$ cat src/rtl/irtfp_pkg.sv
package irtfp_pkg;

    // default size of the sensor register space
    localparam int unsigned REGISTER_SPACE_DEF = 16;

    // frame layout
    localparam logic [7:0]  FUNC_READ   = 8'h03;
    localparam int unsigned HDR_BYTES   = 4;
    localparam int unsigned MEAS_BYTES  = 7;
    localparam int unsigned MEAS_IDX_W  = 3;

    // configuration register indexes and reset values
    localparam int unsigned CFG_IDX_W = 1;
    localparam int unsigned CFG_DATA_W = 8;
    localparam logic [CFG_IDX_W-1:0] CFG_HEADER_BYTE      = 1'd0;
    localparam logic [CFG_IDX_W-1:0] CFG_CAPTURE_REGISTER = 1'd1;
    localparam logic [7:0] HEADER_BYTE_RST      = 8'd164;
    localparam logic [3:0] CAPTURE_REGISTER_RST = 4'd7;

    // result status codes
    typedef enum logic [1:0] {
        ST_GOOD_LATCH = 2'd0,
        ST_GOOD_OTHER = 2'd1,
        ST_BAD_CKSUM  = 2'd2
    } t_status;

    // input item
    typedef struct packed {
        logic [7:0] rx_byte;
    } t_rx_item;

    // result item
    typedef struct packed {
        logic [1:0]  status;
        logic [7:0]  emissivity_raw;
        logic [15:0] object_temp_centi;
        logic [15:0] ambient_temp_centi;
        logic [15:0] body_temp_centi;
    } t_result;

    // completed frame passed from parser to result stage
    typedef struct packed {
        t_status                      status;
        logic [MEAS_BYTES-1:0][7:0]   meas;
    } t_frame_evt;

endpackage

$ cat src/rtl/irtfp_stream_if.sv
interface irtfp_stream_if #(
    parameter type T = logic
) ();
    logic valid;
    logic ready;
    T     data;

    modport source (output valid, output data, input ready);
    modport sink   (input valid, input data, output ready);
endinterface

$ cat src/rtl/ir_thermometer_frame_parser_top.sv
// infrared thermometer frame parser
// i_rx carries one received serial byte per transfer (valid/ready). frames are
// header, function 0x03, start register, length, data bytes and an additive
// checksum; the parser tracks position and running sum one byte at a time.
// o_res carries one result per completed frame: a status and the held
// emissivity and object, ambient and body temperatures (0.01 degree).
// i_cfg_we/i_cfg_index/i_cfg_wdata write header_byte (index 0) and
// capture_register (index 1); write them only while the block is idle.
// throughput: one byte per cycle while the frame queue is not full, set by the
// byte parser in the front stage. the checksum byte pushes its frame into the
// two-entry frame queue; from there it moves into the output register, which
// drives o_res.valid.
// when the receiver stalls, the output register holds its result and up to two
// more completed frames wait in the queue; i_rx.ready falls only once the
// queue is full.
// reset (synchronous, active low) returns the parser to header search, clears
// the held measurement to zero, empties the queue and the output register and
// loads header_byte 164 and capture_register 7.
module ir_thermometer_frame_parser_top #(
    parameter int unsigned REGISTER_SPACE = irtfp_pkg::REGISTER_SPACE_DEF
) (
    input  logic                              i_clk,
    input  logic                              i_rst_n,
    input  logic                              i_cfg_we,
    input  logic [irtfp_pkg::CFG_IDX_W-1:0]   i_cfg_index,
    input  logic [irtfp_pkg::CFG_DATA_W-1:0]  i_cfg_wdata,
    irtfp_stream_if.sink                      i_rx,
    irtfp_stream_if.source                    o_res
);
    import irtfp_pkg::*;

    logic [7:0] r_header_byte;
    logic [3:0] r_capture_register;
    logic       evt_push;
    logic       evt_full;
    logic       evt_valid;
    logic       evt_pop;
    t_frame_evt front_evt;
    t_frame_evt queue_evt;

    // configuration registers
    always_ff @(posedge i_clk) begin
        if (!i_rst_n) begin
            r_header_byte      <= HEADER_BYTE_RST;
            r_capture_register <= CAPTURE_REGISTER_RST;
        end else if (i_cfg_we) begin
            case (i_cfg_index)
                CFG_HEADER_BYTE:      r_header_byte      <= i_cfg_wdata;
                CFG_CAPTURE_REGISTER: r_capture_register <= i_cfg_wdata[3:0];
                default: begin
                end
            endcase
        end
    end

    // byte parser
    irtfp_front #(
        .REGISTER_SPACE (REGISTER_SPACE)
    ) u_front (
        .i_clk              (i_clk),
        .i_rst_n            (i_rst_n),
        .i_header_byte      (r_header_byte),
        .i_capture_register (r_capture_register),
        .i_rx               (i_rx),
        .i_evt_full         (evt_full),
        .o_evt_push         (evt_push),
        .o_evt              (front_evt)
    );

    // completed frame queue
    irtfp_evt_fifo u_fifo (
        .i_clk   (i_clk),
        .i_rst_n (i_rst_n),
        .i_push  (evt_push),
        .i_evt   (front_evt),
        .o_full  (evt_full),
        .o_valid (evt_valid),
        .i_pop   (evt_pop),
        .o_evt   (queue_evt)
    );

    // measurement latch and result register
    irtfp_back u_back (
        .i_clk       (i_clk),
        .i_rst_n     (i_rst_n),
        .i_evt_valid (evt_valid),
        .i_evt       (queue_evt),
        .o_evt_pop   (evt_pop),
        .o_res       (o_res)
    );

endmodule

$ cat src/rtl/irtfp_front.sv
module irtfp_front #(
    parameter int unsigned REGISTER_SPACE = irtfp_pkg::REGISTER_SPACE_DEF
) (
    input  logic                  i_clk,
    input  logic                  i_rst_n,
    input  logic [7:0]            i_header_byte,
    input  logic [3:0]            i_capture_register,
    irtfp_stream_if.sink          i_rx,
    input  logic                  i_evt_full,
    output logic                  o_evt_push,
    output irtfp_pkg::t_frame_evt o_evt
);
    import irtfp_pkg::*;

    localparam int unsigned SW = $clog2(REGISTER_SPACE);
    localparam int unsigned PW = $clog2(REGISTER_SPACE + HDR_BYTES);

    localparam logic [PW-1:0] P_HDR   = PW'(0);
    localparam logic [PW-1:0] P_FUNC  = PW'(1);
    localparam logic [PW-1:0] P_START = PW'(2);
    localparam logic [PW-1:0] P_LEN   = PW'(3);
    localparam logic [8:0]    SPACE9  = 9'(REGISTER_SPACE);

    logic [PW-1:0] r_pos, n_pos;
    logic [SW-1:0] r_start, n_start;
    logic [SW-1:0] r_len, n_len;
    logic [7:0]    r_sum, n_sum;
    logic [MEAS_BYTES-1:0][7:0] r_stage, n_stage;

    logic          accept;
    logic [7:0]    b;
    logic [7:0]    sum_b;
    logic [PW-1:0] data_idx;
    logic          in_data;
    logic          start_ok;
    logic          len_ok;
    t_status       status;

    assign i_rx.ready = ~i_evt_full;
    assign accept     = i_rx.valid & ~i_evt_full;
    assign b          = i_rx.data.rx_byte;
    assign sum_b      = r_sum + b;
    assign data_idx   = r_pos - PW'(HDR_BYTES);
    assign in_data    = r_pos < (PW'(r_len) + PW'(HDR_BYTES));
    assign start_ok   = {1'b0, b} < SPACE9;
    assign len_ok     = ({1'b0, b} + 9'(r_start)) < SPACE9;

    // status of the frame closed by the current checksum byte
    always_comb begin
        if (b != r_sum) begin
            status = ST_BAD_CKSUM;
        end else if ((9'(r_start) == 9'(i_capture_register)) &&
                     (r_len >= SW'(MEAS_BYTES))) begin
            status = ST_GOOD_LATCH;
        end else begin
            status = ST_GOOD_OTHER;
        end
    end

    // byte classification and parse state update
    always_comb begin
        n_pos      = r_pos;
        n_start    = r_start;
        n_len      = r_len;
        n_sum      = r_sum;
        n_stage    = r_stage;
        o_evt_push = 1'b0;
        if (accept) begin
            if (r_pos == P_HDR) begin
                if (b == i_header_byte) begin
                    n_sum = b;
                    n_pos = P_FUNC;
                end
            end else if (r_pos == P_FUNC) begin
                if (b == FUNC_READ) begin
                    n_sum = sum_b;
                    n_pos = P_START;
                end else begin
                    n_pos = P_HDR;
                end
            end else if (r_pos == P_START) begin
                if (start_ok) begin
                    n_start = b[SW-1:0];
                    n_sum   = sum_b;
                    n_pos   = P_LEN;
                end else begin
                    n_pos = P_HDR;
                end
            end else if (r_pos == P_LEN) begin
                if (len_ok) begin
                    n_len = b[SW-1:0];
                    n_sum = sum_b;
                    n_pos = PW'(HDR_BYTES);
                end else begin
                    n_pos = P_HDR;
                end
            end else if (in_data) begin
                // bytes past the measurement block are summed only
                if (data_idx < PW'(MEAS_BYTES)) begin
                    n_stage[data_idx[MEAS_IDX_W-1:0]] = b;
                end
                n_sum = sum_b;
                n_pos = r_pos + PW'(1);
            end else begin
                // checksum byte closes the frame
                o_evt_push = 1'b1;
                n_pos      = P_HDR;
            end
        end
    end

    assign o_evt.status = status;
    assign o_evt.meas   = r_stage;

    // parse state
    always_ff @(posedge i_clk) begin
        if (!i_rst_n) begin
            r_pos   <= P_HDR;
            r_start <= '0;
            r_len   <= '0;
            r_sum   <= '0;
        end else begin
            r_pos   <= n_pos;
            r_start <= n_start;
            r_len   <= n_len;
            r_sum   <= n_sum;
        end
    end

    // payload staging
    always_ff @(posedge i_clk) begin
        r_stage <= n_stage;
    end

endmodule

$ cat src/rtl/irtfp_evt_fifo.sv
module irtfp_evt_fifo (
    input  logic                  i_clk,
    input  logic                  i_rst_n,
    input  logic                  i_push,
    input  irtfp_pkg::t_frame_evt i_evt,
    output logic                  o_full,
    output logic                  o_valid,
    input  logic                  i_pop,
    output irtfp_pkg::t_frame_evt o_evt
);
    import irtfp_pkg::*;

    t_frame_evt r_mem [2];
    logic       r_wp, r_rp;
    logic [1:0] r_cnt;
    logic       push, pop;

    assign o_full  = r_cnt == 2'd2;
    assign o_valid = r_cnt != 2'd0;
    assign push    = i_push & ~o_full;
    assign pop     = i_pop & o_valid;
    assign o_evt   = r_mem[r_rp];

    // pointers and fill count
    always_ff @(posedge i_clk) begin
        if (!i_rst_n) begin
            r_wp  <= 1'b0;
            r_rp  <= 1'b0;
            r_cnt <= 2'd0;
        end else begin
            if (push) begin
                r_wp <= ~r_wp;
            end
            if (pop) begin
                r_rp <= ~r_rp;
            end
            r_cnt <= r_cnt + 2'(push) - 2'(pop);
        end
    end

    // entry storage
    always_ff @(posedge i_clk) begin
        if (push) begin
            r_mem[r_wp] <= i_evt;
        end
    end

endmodule

$ cat src/rtl/irtfp_back.sv
module irtfp_back (
    input  logic                  i_clk,
    input  logic                  i_rst_n,
    input  logic                  i_evt_valid,
    input  irtfp_pkg::t_frame_evt i_evt,
    output logic                  o_evt_pop,
    irtfp_stream_if.source        o_res
);
    import irtfp_pkg::*;

    logic        r_valid;
    logic [1:0]  r_status;
    logic [7:0]  r_emis;
    logic [15:0] r_obj;
    logic [15:0] r_amb;
    logic [15:0] r_body;

    // take the next frame when the output slot is free or being drained
    assign o_evt_pop = i_evt_valid & (~r_valid | o_res.ready);

    // output slot and held measurement
    always_ff @(posedge i_clk) begin
        if (!i_rst_n) begin
            r_valid  <= 1'b0;
            r_status <= ST_GOOD_LATCH;
            r_emis   <= '0;
            r_obj    <= '0;
            r_amb    <= '0;
            r_body   <= '0;
        end else if (o_evt_pop) begin
            r_valid  <= 1'b1;
            r_status <= i_evt.status;
            if (i_evt.status == ST_GOOD_LATCH) begin
                r_emis <= i_evt.meas[0];
                r_obj  <= {i_evt.meas[1], i_evt.meas[2]};
                r_amb  <= {i_evt.meas[3], i_evt.meas[4]};
                r_body <= {i_evt.meas[5], i_evt.meas[6]};
            end
        end else if (o_res.ready) begin
            r_valid <= 1'b0;
        end
    end

    assign o_res.valid                   = r_valid;
    assign o_res.data.status             = r_status;
    assign o_res.data.emissivity_raw     = r_emis;
    assign o_res.data.object_temp_centi  = r_obj;
    assign o_res.data.ambient_temp_centi = r_amb;
    assign o_res.data.body_temp_centi    = r_body;

endmodule

$ cat src/flat_wrapper.sv
// flat-port wrapper written by rule: the top's interface ports become plain ports
module ir_thermometer_frame_parser_top_flat import irtfp_pkg::*;
#(
    parameter int unsigned REGISTER_SPACE = irtfp_pkg::REGISTER_SPACE_DEF
)
  (i_clk, i_rst_n, i_cfg_we, i_cfg_index, i_cfg_wdata, i_rx_valid, i_rx_data, i_rx_ready, o_res_valid, o_res_data, o_res_ready);
  irtfp_stream_if #(.T(t_rx_item)) i_rx_i ();
  irtfp_stream_if #(.T(t_result)) o_res_i ();
  input  logic i_clk;
  input  logic i_rst_n;
  input  logic i_cfg_we;
  input  logic [irtfp_pkg::CFG_IDX_W-1:0] i_cfg_index;
  input  logic [irtfp_pkg::CFG_DATA_W-1:0] i_cfg_wdata;
  input wire logic [$bits(i_rx_i.valid)-1:0] i_rx_valid;
  input wire logic [$bits(i_rx_i.data)-1:0] i_rx_data;
  output wire logic [$bits(i_rx_i.ready)-1:0] i_rx_ready;
  output wire logic [$bits(o_res_i.valid)-1:0] o_res_valid;
  output wire logic [$bits(o_res_i.data)-1:0] o_res_data;
  input wire logic [$bits(o_res_i.ready)-1:0] o_res_ready;
  assign i_rx_i.valid = i_rx_valid;
  assign i_rx_i.data = i_rx_data;
  assign i_rx_ready = i_rx_i.ready;
  assign o_res_valid = o_res_i.valid;
  assign o_res_data = o_res_i.data;
  assign o_res_i.ready = o_res_ready;
  ir_thermometer_frame_parser_top #(.REGISTER_SPACE(REGISTER_SPACE)) u_core (.i_clk(i_clk), .i_rst_n(i_rst_n), .i_cfg_we(i_cfg_we), .i_cfg_index(i_cfg_index), .i_cfg_wdata(i_cfg_wdata), .i_rx(i_rx_i), .o_res(o_res_i));
endmodule
$ cat config.mk
export PLATFORM = sky130hd
export DESIGN_NAME = ir_thermometer_frame_parser_top_flat
export DESIGN_NICKNAME = d
export VERILOG_FILES = /design/src/rtl/irtfp_pkg.sv /design/src/rtl/irtfp_stream_if.sv /design/src/rtl/ir_thermometer_frame_parser_top.sv /design/src/rtl/irtfp_front.sv /design/src/rtl/irtfp_evt_fifo.sv /design/src/rtl/irtfp_back.sv /design/src/flat_wrapper.sv
export SDC_FILE = /design/constraint.sdc
export NUM_CORES = 1
export LEC_CHECK = 0
export BUFFER_PORTS_ARGS = -buffer_cell sky130_fd_sc_hd__buf_2
export CORE_ASPECT_RATIO = 0.7
export CORE_UTILIZATION = 55
export CTS_CLUSTER_SIZE = 25
export DETAILED_ROUTE_END_ITERATION = 12
export GPL_TIMING_DRIVEN = 0
export PLACE_DENSITY = 0.78
export SLEW_MARGIN = 30
export SYNTH_ARGS = -nofsm -noshare
export SYNTH_HDL_FRONTEND = slang
export SYNTH_SLANG_ARGS = --single-unit
$ cat constraint.sdc
create_clock -name i_clk -period 9.6 [get_ports i_clk]
set_clock_uncertainty 0.1 [all_clocks]
set_input_delay 0.48 -clock i_clk [delete_from_list [all_inputs] [get_ports i_clk]]
set_output_delay 0.48 -clock i_clk [all_outputs]
set_load 0.005 [all_outputs]
==> reports/results.ini, run 1 <==
[synth]
ys_dominant_reg_cell = sky130_fd_sc_hd__edfxtp_1
synth_edf_count = 172
synth_top_cell_area_share = 0.5040
post-synth-top-area-cell = sky130_fd_sc_hd__edfxtp_1
syn_area_per_cell_um2 = 13.63
async_set_or_reset_flop_fraction_in_the_synthesized_netlist = 0
synth.yosys.seq_area_share = 0.6934
post_syn_area_um2 = 10250
post_synth_main_area_contributors = sky130_fd_sc_hd__edfxtp_1 50%, sky130_fd_sc_hd__dfxtp_1 19%, sky130_fd_sc_hd__mux2i_1 6.3%
mappedNetlistNets = 800
yosysWarnings = 0
ys_seq_elements = 269
synthesis.instances = 752
number_of_different_library_cells_in_the_post_synthesis_netlist = 53

[finish]
final_core_utilization = 0.6630
layout_commonest_cell = sky130_fd_sc_hd__edfxtp_1
drive_above_1_share = 0.1559
antenna-diode-count = 0
syn_to_final_growth_pct = 17.15
design.final.nets = 913
most_used_cells_in_the_layout_excluding_fill_and_tap_cells = 172 x sky130_fd_sc_hd__edfxtp_1, 97 x sky130_fd_sc_hd__dfxtp_1, 85 x sky130_fd_sc_hd__nor2_1
final_cell_count_no_fill = 1121

[power_and_ir_drop]
power.share.switching = 0.2561
cellInternalPower_mw = 2.194
p_per_area_nw_per_um2 = 245.7
sequentialPowerShare = 0.464
p_comb_frac = 0.160
clock_power_share = 0.376
leakage_nw = 4.336
power.ir.vdd_worst_mv = 0.1878
power_switching_mw = 0.7554

[placed_design]
pre_cts_ws_ps = 6054
dp_hpwl_um = 13780
gp_congestion = 0.9339
placed_cells_incl_taps = 1073
port_buffers = 81

[detailed_routing]
detail_route.wirelength_um = 21270
drtAntennaViolNets = 0
drt_iter0_markers = 480
num_vias = 6342
via_per_inst = 5.657
wire_per_inst_um = 18.97
drt_drc_violations_left = 0
detail_route.first_pass.iterations = 5

[global_routing]
grt_pass1_vias = 6095
grt_antenna_before_repair = 1
grt_max_degree = 35
overall_global_routing_resource_usage = 0.2312
grt_pass1_wl_um = 33170
grt_remaining_overflow = 0

[clocking]
cts-resized-gates = 0
clock_sink_count = 269
cts_hold_buf = 0
post_cts.repair.setup_buffers = 0
cts_buffer_depth = 3
worst_setup_hold_path_clk_slew_ps = 60
cts-root-buf = sky130_fd_sc_hd__clkbuf_16
clk-insertion-delay-late_ps = 530
cts_made_buffers = 26
clock_tree.htree_level_count = 1
tritoncts = done

[run_status]
outcome = finished, final reports clean

[worst_setup_path]
worst_ep_arrival_time_ps = 3750
timing.critical_path.from_type = flip-flop
worstSetupEndpointType = flip-flop
worstPathMaxFanout = 9
crit_required_ps = 9660
critPathSlowestCell = sky130_fd_sc_hd__dfxtp_1
critical_path.cell_chain = inv_1 > ha_1 > nand3b_1 > nand3_1 > nand2b_1 > nor4b_1 > o211a_1 > and3_1
worst_path_largest_cell_delay_ps = 520
criticalPathCategory = reg -> reg

[timing]
final-hold-violation-count = 0
timing.final.ws_setup_ps = 5917
maxSlewViolCount = 0
top_achievable_clock_speed_ghz = 0.2716
fin_tns_setup_ps = 0
grt_setup_unrepaired = no
tcrit_tclk_final = 0.3836
worstMarginPinSlew_ps = 790.7
period_needed_ps = 3683
timing.slew.headroom = 0.4729
number_of_setup_violations_in_the_final_report = 0

[run]
max_cap_viol_count = 0

[floorplan]
floorplan.die.height_um = 116.2
number_of_placement_rows = 41
design.core.area_um2 = 18110
die_area_um2 = 19190
initial_core_util = 0.5660
num_io_pins = 82
chipWidth_um = 165.2

[worst_hold_path]
hold_class = in -> reg

==> power by group through the flow <==
stage          clock [mW]  combinational, mW  sequential, mW
2_1_floorplan           0              0.278            1.40
6_report             1.11              0.471            1.37
3_5_place_dp            0              0.469            1.39
3_3_place_gp            0              0.455            1.39
5_1_grt              1.17              0.524            1.38
4_1_cts              1.12              0.474            1.37
==> kinds of logic (layout without fill, tap and decap cells) <==
logic type	Yosys count	in the layout	synth area share
fa+ha+maj	26	26	0.03247
simple gates	193	193	0.08656
mux	67	67	0.06568
compound gates	124	124	0.08375
buf+inv	52	185	0.02014
xor+xnor	21	21	0.01795
flops	269	269	0.6934
==> metal layers <==
metal / global-route usage / wire (um) / up-vias
li1: - / - / 3024
met1: 0.3377 / 9937 / 3075
met2: 0.3637 / 9738 / 207
met3: 0.03480 / 1158 / 36
met4: 0.06177 / 435 / 0
met5: 0 / 0 / -
==> worst max-delay path, delay by kind of cell, from the launching register on <==
kind / cells / cell delay (ps)
AO/OA/AOI/OAI: 1 / 260
adder cells (fa/ha/maj): 1 / 290
buffers and inverters: 1 / 230
flip-flops: 1 / 520
AND/OR/NAND/NOR: 5 / 1910
==> state kept, by name, summed over array words and instances (netlist names), 4 cells and up, named ones only <==
signal,count
u_core.u_front.r_pos,5
u_core.u_front.r_sum,8
u_core.r_capture_register,4
u_core.r_header_byte,8
u_core.u_front.r_start,4
u_core.u_front.o_evt,56
u_core.u_back.r_emis,8
u_core.u_back.r_obj,16
u_core.u_back.r_body,16
u_core.u_back.r_amb,16
u_core.u_front.r_len,4
u_core.u_fifo.r_mem,116
==> cell type report <==
class	instances	area, um2
Clock buffer	32	694.4
Multi-Input combinational cell	431	2945
Clock inverter	16	250.2
Fill cell	1288	6102
Buffer	34	138.9
Sequential cell	269	7107
Inverter	18	67.56
Tap cell	236	295.3
Timing Repair Buffer	85	508.0
==> cell usage after synthesis, types with 2 or more instances <==
master,instances
sky130_fd_sc_hd__nand3b_1,3
sky130_fd_sc_hd__edfxtp_1,172
sky130_fd_sc_hd__buf_1,4
sky130_fd_sc_hd__nand3_1,15
sky130_fd_sc_hd__a21oi_1,20
sky130_fd_sc_hd__or4_1,2
sky130_fd_sc_hd__nor3_1,9
sky130_fd_sc_hd__mux2i_1,65
sky130_fd_sc_hd__o31ai_1,2
sky130_fd_sc_hd__dfxtp_1,97
sky130_fd_sc_hd__nor4_1,5
sky130_fd_sc_hd__a21o_1,3
sky130_fd_sc_hd__clkbuf_1,26
sky130_fd_sc_hd__nor4b_1,2
sky130_fd_sc_hd__o21ai_0,16
sky130_fd_sc_hd__nor2b_1,5
sky130_fd_sc_hd__and2_1,4
sky130_fd_sc_hd__nand2_1,42
sky130_fd_sc_hd__xnor2_1,8
sky130_fd_sc_hd__and3_1,8
sky130_fd_sc_hd__ha_1,25
sky130_fd_sc_hd__a31oi_1,4
sky130_fd_sc_hd__o31a_1,3
sky130_fd_sc_hd__inv_1,17
sky130_fd_sc_hd__buf_2,3
sky130_fd_sc_hd__xor2_1,13
sky130_fd_sc_hd__nor2_1,86
sky130_fd_sc_hd__o21a_1,3
sky130_fd_sc_hd__a211oi_1,60
sky130_fd_sc_hd__nand2b_1,6
sky130_fd_sc_hd__mux2_2,2
==> worst paths after layout <==
check,start,end,slack [ps],cells past startpoint
worst max-delay path,u_core.u_front.r_pos[1],u_core.u_front.o_evt[13],5920,8
worst min-delay path,i_cfg_wdata[5],u_core.r_header_byte[5],100,3
worst max register to register,u_core.u_front.r_pos[1],u_core.u_front.o_evt[13],5920,8
worst min register to register,u_core.u_front.o_evt[6],u_core.u_fifo.r_mem[1][6],340,0
==> metrics by stage <==
| stage | instance area, um2 | power (mW) | hold slack (ps) |
|---|---|---|---|
| 2_1_floorplan | 10250 | 1.673 | 321.5 |
| 3_3_place_gp | 10950 | 1.843 | 321.9 |
| 3_5_place_dp | 11060 | 1.862 | 329.9 |
| 4_1_cts | 12010 | 2.968 | 77.22 |
| 5_1_grt | 12010 | 3.078 | 96.63 |
| 6_report | 12010 | 2.950 | 95.58 |
(Power assumes the default switching activity.)
==> run 2, diff against run 1 <==
- ABC_AREA: unset -> 1
- CORE_UTILIZATION: 55 -> 54
- PLACE_DENSITY: 0.78 -> 0.8
- clock period: 9.6 -> 3.2 ns (I/O delays scaled with it)
==> run 2 against run 1 <==
  * Worst hold slack worse by 86 ps
  * Sequential power rose to 3.0 times the previous value
  * Critical path type unchanged
  * Global-route usage down 0.89 points
  * Synthesized cell count increased by 12%
  * Combinational power grew to 3.2 times the previous value
==> reports/results.ini, run 2 <==
[floorplan]
design.core.area_um2 = 18920  ; +4.5%
chipWidth_um = 168.4  ; +2.0%
initial_core_util = 0.5534  ; -0.01258
floorplan.die.height_um = 118.5  ; +2.0%
number_of_placement_rows = 42  ; +2.4%
die_area_um2 = 19960  ; +4.0%
num_io_pins = 82  ; unchanged

[worst_setup_path]
worst_path_dominant_cell_family = simple AND/OR/NAND/NOR gates
timing.critical_path.from_type = flip-flop
criticalPathCategory = reg -> reg
critPathSlowestCell = sky130_fd_sc_hd__nor2_1
worst_ep_arrival_time_ps = 3160  ; -590 ps
worst_path_largest_cell_delay_ps = 600  ; +80 ps
critical_path.cell_chain = inv_1 > ha_1 > ha_1 > nand4_1 > nor2_1 > nor2_1 > inv_1 > nor3_2 > nand2_1 > nor2_1
worstPathMaxFanout = 8  ; -1
worstSetupEndpointType = flip-flop
crit_required_ps = 3240  ; -6420 ps
worstPathBufferInverterCount = 2  ; +1
critical-path-top-cell-by-count = sky130_fd_sc_hd__nor2_1

[synth]
yosys-top-cells-count = 172 x sky130_fd_sc_hd__edfxtp_1, 104 x sky130_fd_sc_hd__nand2_1, 97 x sky130_fd_sc_hd__dfxtp_1, 59 x sky130_fd_sc_hd__o21ai_0, 58 x sky130_fd_sc_hd__a21oi_1
synth.yosys.seq_area_share = 0.6789  ; -0.01459
synthesis.instances = 842  ; +12%
async_set_or_reset_flop_fraction_in_the_synthesized_netlist = 0  ; unchanged
number_of_different_library_cells_in_the_post_synthesis_netlist = 43  ; -19%
post_syn_area_um2 = 10470  ; +2.1%
synth.most_common_cell = sky130_fd_sc_hd__edfxtp_1
ys_dominant_reg_cell = sky130_fd_sc_hd__edfxtp_1
post-synth-top-area-cell = sky130_fd_sc_hd__edfxtp_1
synth_edf_count = 172  ; unchanged
mappedNetlistNets = 890  ; +11%
synth_top_cell_area_share = 0.4934  ; -0.01060
yosysWarnings = 0  ; unchanged
post_synth_main_area_contributors = sky130_fd_sc_hd__edfxtp_1 49%, sky130_fd_sc_hd__dfxtp_1 19%, sky130_fd_sc_hd__mux2i_1 5.4%
syn_area_per_cell_um2 = 12.43  ; -8.8%
ys_seq_elements = 269  ; unchanged

[clocking]
cts_buffer_depth = 3  ; unchanged
clock_sink_count = 269  ; unchanged
cts_made_buffers = 24  ; -7.7%
clock_tree.htree_level_count = 1  ; unchanged
cts-root-buf = sky130_fd_sc_hd__clkbuf_16
clk-insertion-delay-late_ps = 520  ; about the same
tritoncts = done
worst_setup_hold_path_clk_slew_ps = 70  ; about the same

[worst_hold_path]
hold_class = in -> reg

[global_routing]
grt_max_degree = 25  ; -29%
overall_global_routing_resource_usage = 0.2223  ; -0.008854
grt_pass1_vias = 6576  ; +7.9%
grt_remaining_overflow = 0  ; unchanged
grt_pass1_wl_um = 34020  ; +2.6%
grt_antenna_before_repair = 0  ; -1

[finish]
design.final.nets = 1029  ; +13%
final_core_utilization = 0.6616  ; -0.001454
final_cell_area_um2 = 12520  ; +4.2%
most_used_cells_in_the_layout_excluding_fill_and_tap_cells = 172 x sky130_fd_sc_hd__edfxtp_1, 104 x sky130_fd_sc_hd__nand2_1, 96 x sky130_fd_sc_hd__dfxtp_1
largest_register_ffs = 116  ; unchanged
top_register = u_core.u_fifo.r_mem
syn_to_final_growth_pct = 19.55
drive_above_1_share = 0.1954  ; +0.03946
antenna-diode-count = 0  ; unchanged
layout_commonest_cell = sky130_fd_sc_hd__edfxtp_1

[placed_design]
dp_hpwl_um = 14200  ; +3.0%
pre_cts_ws_ps = 32.37  ; -6021 ps
port_buffers = 80  ; -1.2%
gp_congestion = 0.8773  ; -6.1%
standard_cell_area_after_detailed_placement_um2 = 11330  ; +2.5%

[power_and_ir_drop]
power.ir.vdd_worst_mv = 0.3913  ; +110%
leakage_nw = 4.925  ; +14%
p_per_area_nw_per_um2 = 693.4  ; +180%

[timing]
period_needed_ps = 3112  ; -570.5 ps
timing.slew.headroom = 0.3657  ; -0.1071
final-hold-violation-count = 0  ; unchanged
worstMarginPinSlew_ps = 951.4  ; +160.7 ps
number_of_setup_violations_in_the_final_report = 0  ; unchanged
top_achievable_clock_speed_ghz = 0.3213  ; +18%
maxSlewViolCount = 0  ; unchanged
grt_setup_unrepaired = yes
fin_tns_setup_ps = 0  ; unchanged
holdWs_ps = 9.277  ; -86.30 ps
timing.final.ws_setup_ps = 87.96  ; -5830 ps
tcrit_tclk_final = 0.9725  ; +0.5889

[detailed_routing]
drt_iter0_markers = 587  ; +22%
drtAntennaViolNets = 0  ; unchanged
wire_per_inst_um = 17.50  ; -7.8%
drt_drc_violations_left = 0  ; unchanged
num_vias = 6753  ; +6.5%
detail_route.wirelength_um = 21690  ; +2.0%
detail_route.first_pass.iterations = 6  ; +1
via_per_inst = 5.446  ; -3.7%

[run_status]
outcome = finished, final reports clean

[run]
max_cap_viol_count = 0  ; unchanged

## run 2: cell types whose count changed in the layout (fill, tap and decap cells not counted), moves of 17 or more
cell and change:
sky130_fd_sc_hd__nor2_1 -37, sky130_fd_sc_hd__a21oi_1 +38, sky130_fd_sc_hd__clkbuf_1 -17, sky130_fd_sc_hd__inv_1 +39, sky130_fd_sc_hd__o21ai_0 +43, sky130_fd_sc_hd__o21ai_1 +24
sky130_fd_sc_hd__a21oi_2 +23, sky130_fd_sc_hd__dlygate4sd3_1 +26, sky130_fd_sc_hd__nand2_1 +62, sky130_fd_sc_hd__a211oi_1 -59
## run 2: cells by family (layout without fill, tap and decap cells)
family | Yosys count | after routing | share of synthesized area
mux | 57 | 57 | 0.05450
simple gates | 204 | 204 | 0.08510
compound gates | 178 | 178 | 0.09860
buf+inv | 95 | 251 | 0.04028
flops | 269 | 269 | 0.6789
xor+xnor | 13 | 13 | 0.01088
fa+ha+maj | 26 | 26 | 0.03179
## run 2: path summary, 6_finish.rpt
kind	from	end	slack (ps)	depth (start not counted)
setup / recovery	u_core.u_front.r_len[3]	u_core.u_front.o_evt[34]	90	10
hold reg to reg	u_core.u_front.o_evt[0]	u_core.u_fifo.r_mem[0][0]	340	0
setup reg to reg	u_core.u_front.r_len[3]	u_core.u_front.o_evt[34]	90	10
hold / removal	i_rx_data[0]	u_core.u_front.o_evt[16]	9	1
## run 2: per-stage QoR
stage               std cells  total power, mW
finish                   1240            8.678
global route             1240            9.013
CTS                      1236            8.717
detailed placement       1169            5.615
global placement         1164            5.569
floorplan                 842            5.092
## run 2: layer usage
layer	track usage	vias to the layer above	wire length, um
met4	0.08693	0	713
li1	-	3242	-
met1	0.3092	3223	9705
met2	0.3540	234	9940
met3	0.03382	54	1335
met5	0	-	0
## run 2: final cells by class
cell class / instances / area [um2]
Buffer: 32 / 183.9
Clock buffer: 28 / 625.6
Clock inverter: 15 / 231.5
Fill cell: 1389 / 6402
Inverter: 63 / 237.7
Multi-Input combinational cell: 478 / 2988
Sequential cell: 269 / 7108
Tap cell: 242 / 302.8
Timing Repair Buffer: 113 / 838.3
## run 2: report_power, final
| part | total, mW | switching, mW | internal (mW) | leakage (nW) |
|---|---|---|---|---|
| registers | 4.05 | 0.133 | 3.92 | 2.34 |
| clock network | 3.11 | 1.22 | 1.88 | 0.412 |
| logic | 1.52 | 0.877 | 0.644 | 2.17 |
| total | 8.68 | 2.23 | 6.45 | 4.92 |
## run 2: what timing repair did
item | in CTS | in global routing
setup buffers | 0 | 2
hold buffers | 24 | 2
endpoints found under the hold margin | 48 | 6
resized for setup | 0 | 6
endpoints found under the setup margin | 0 | 125
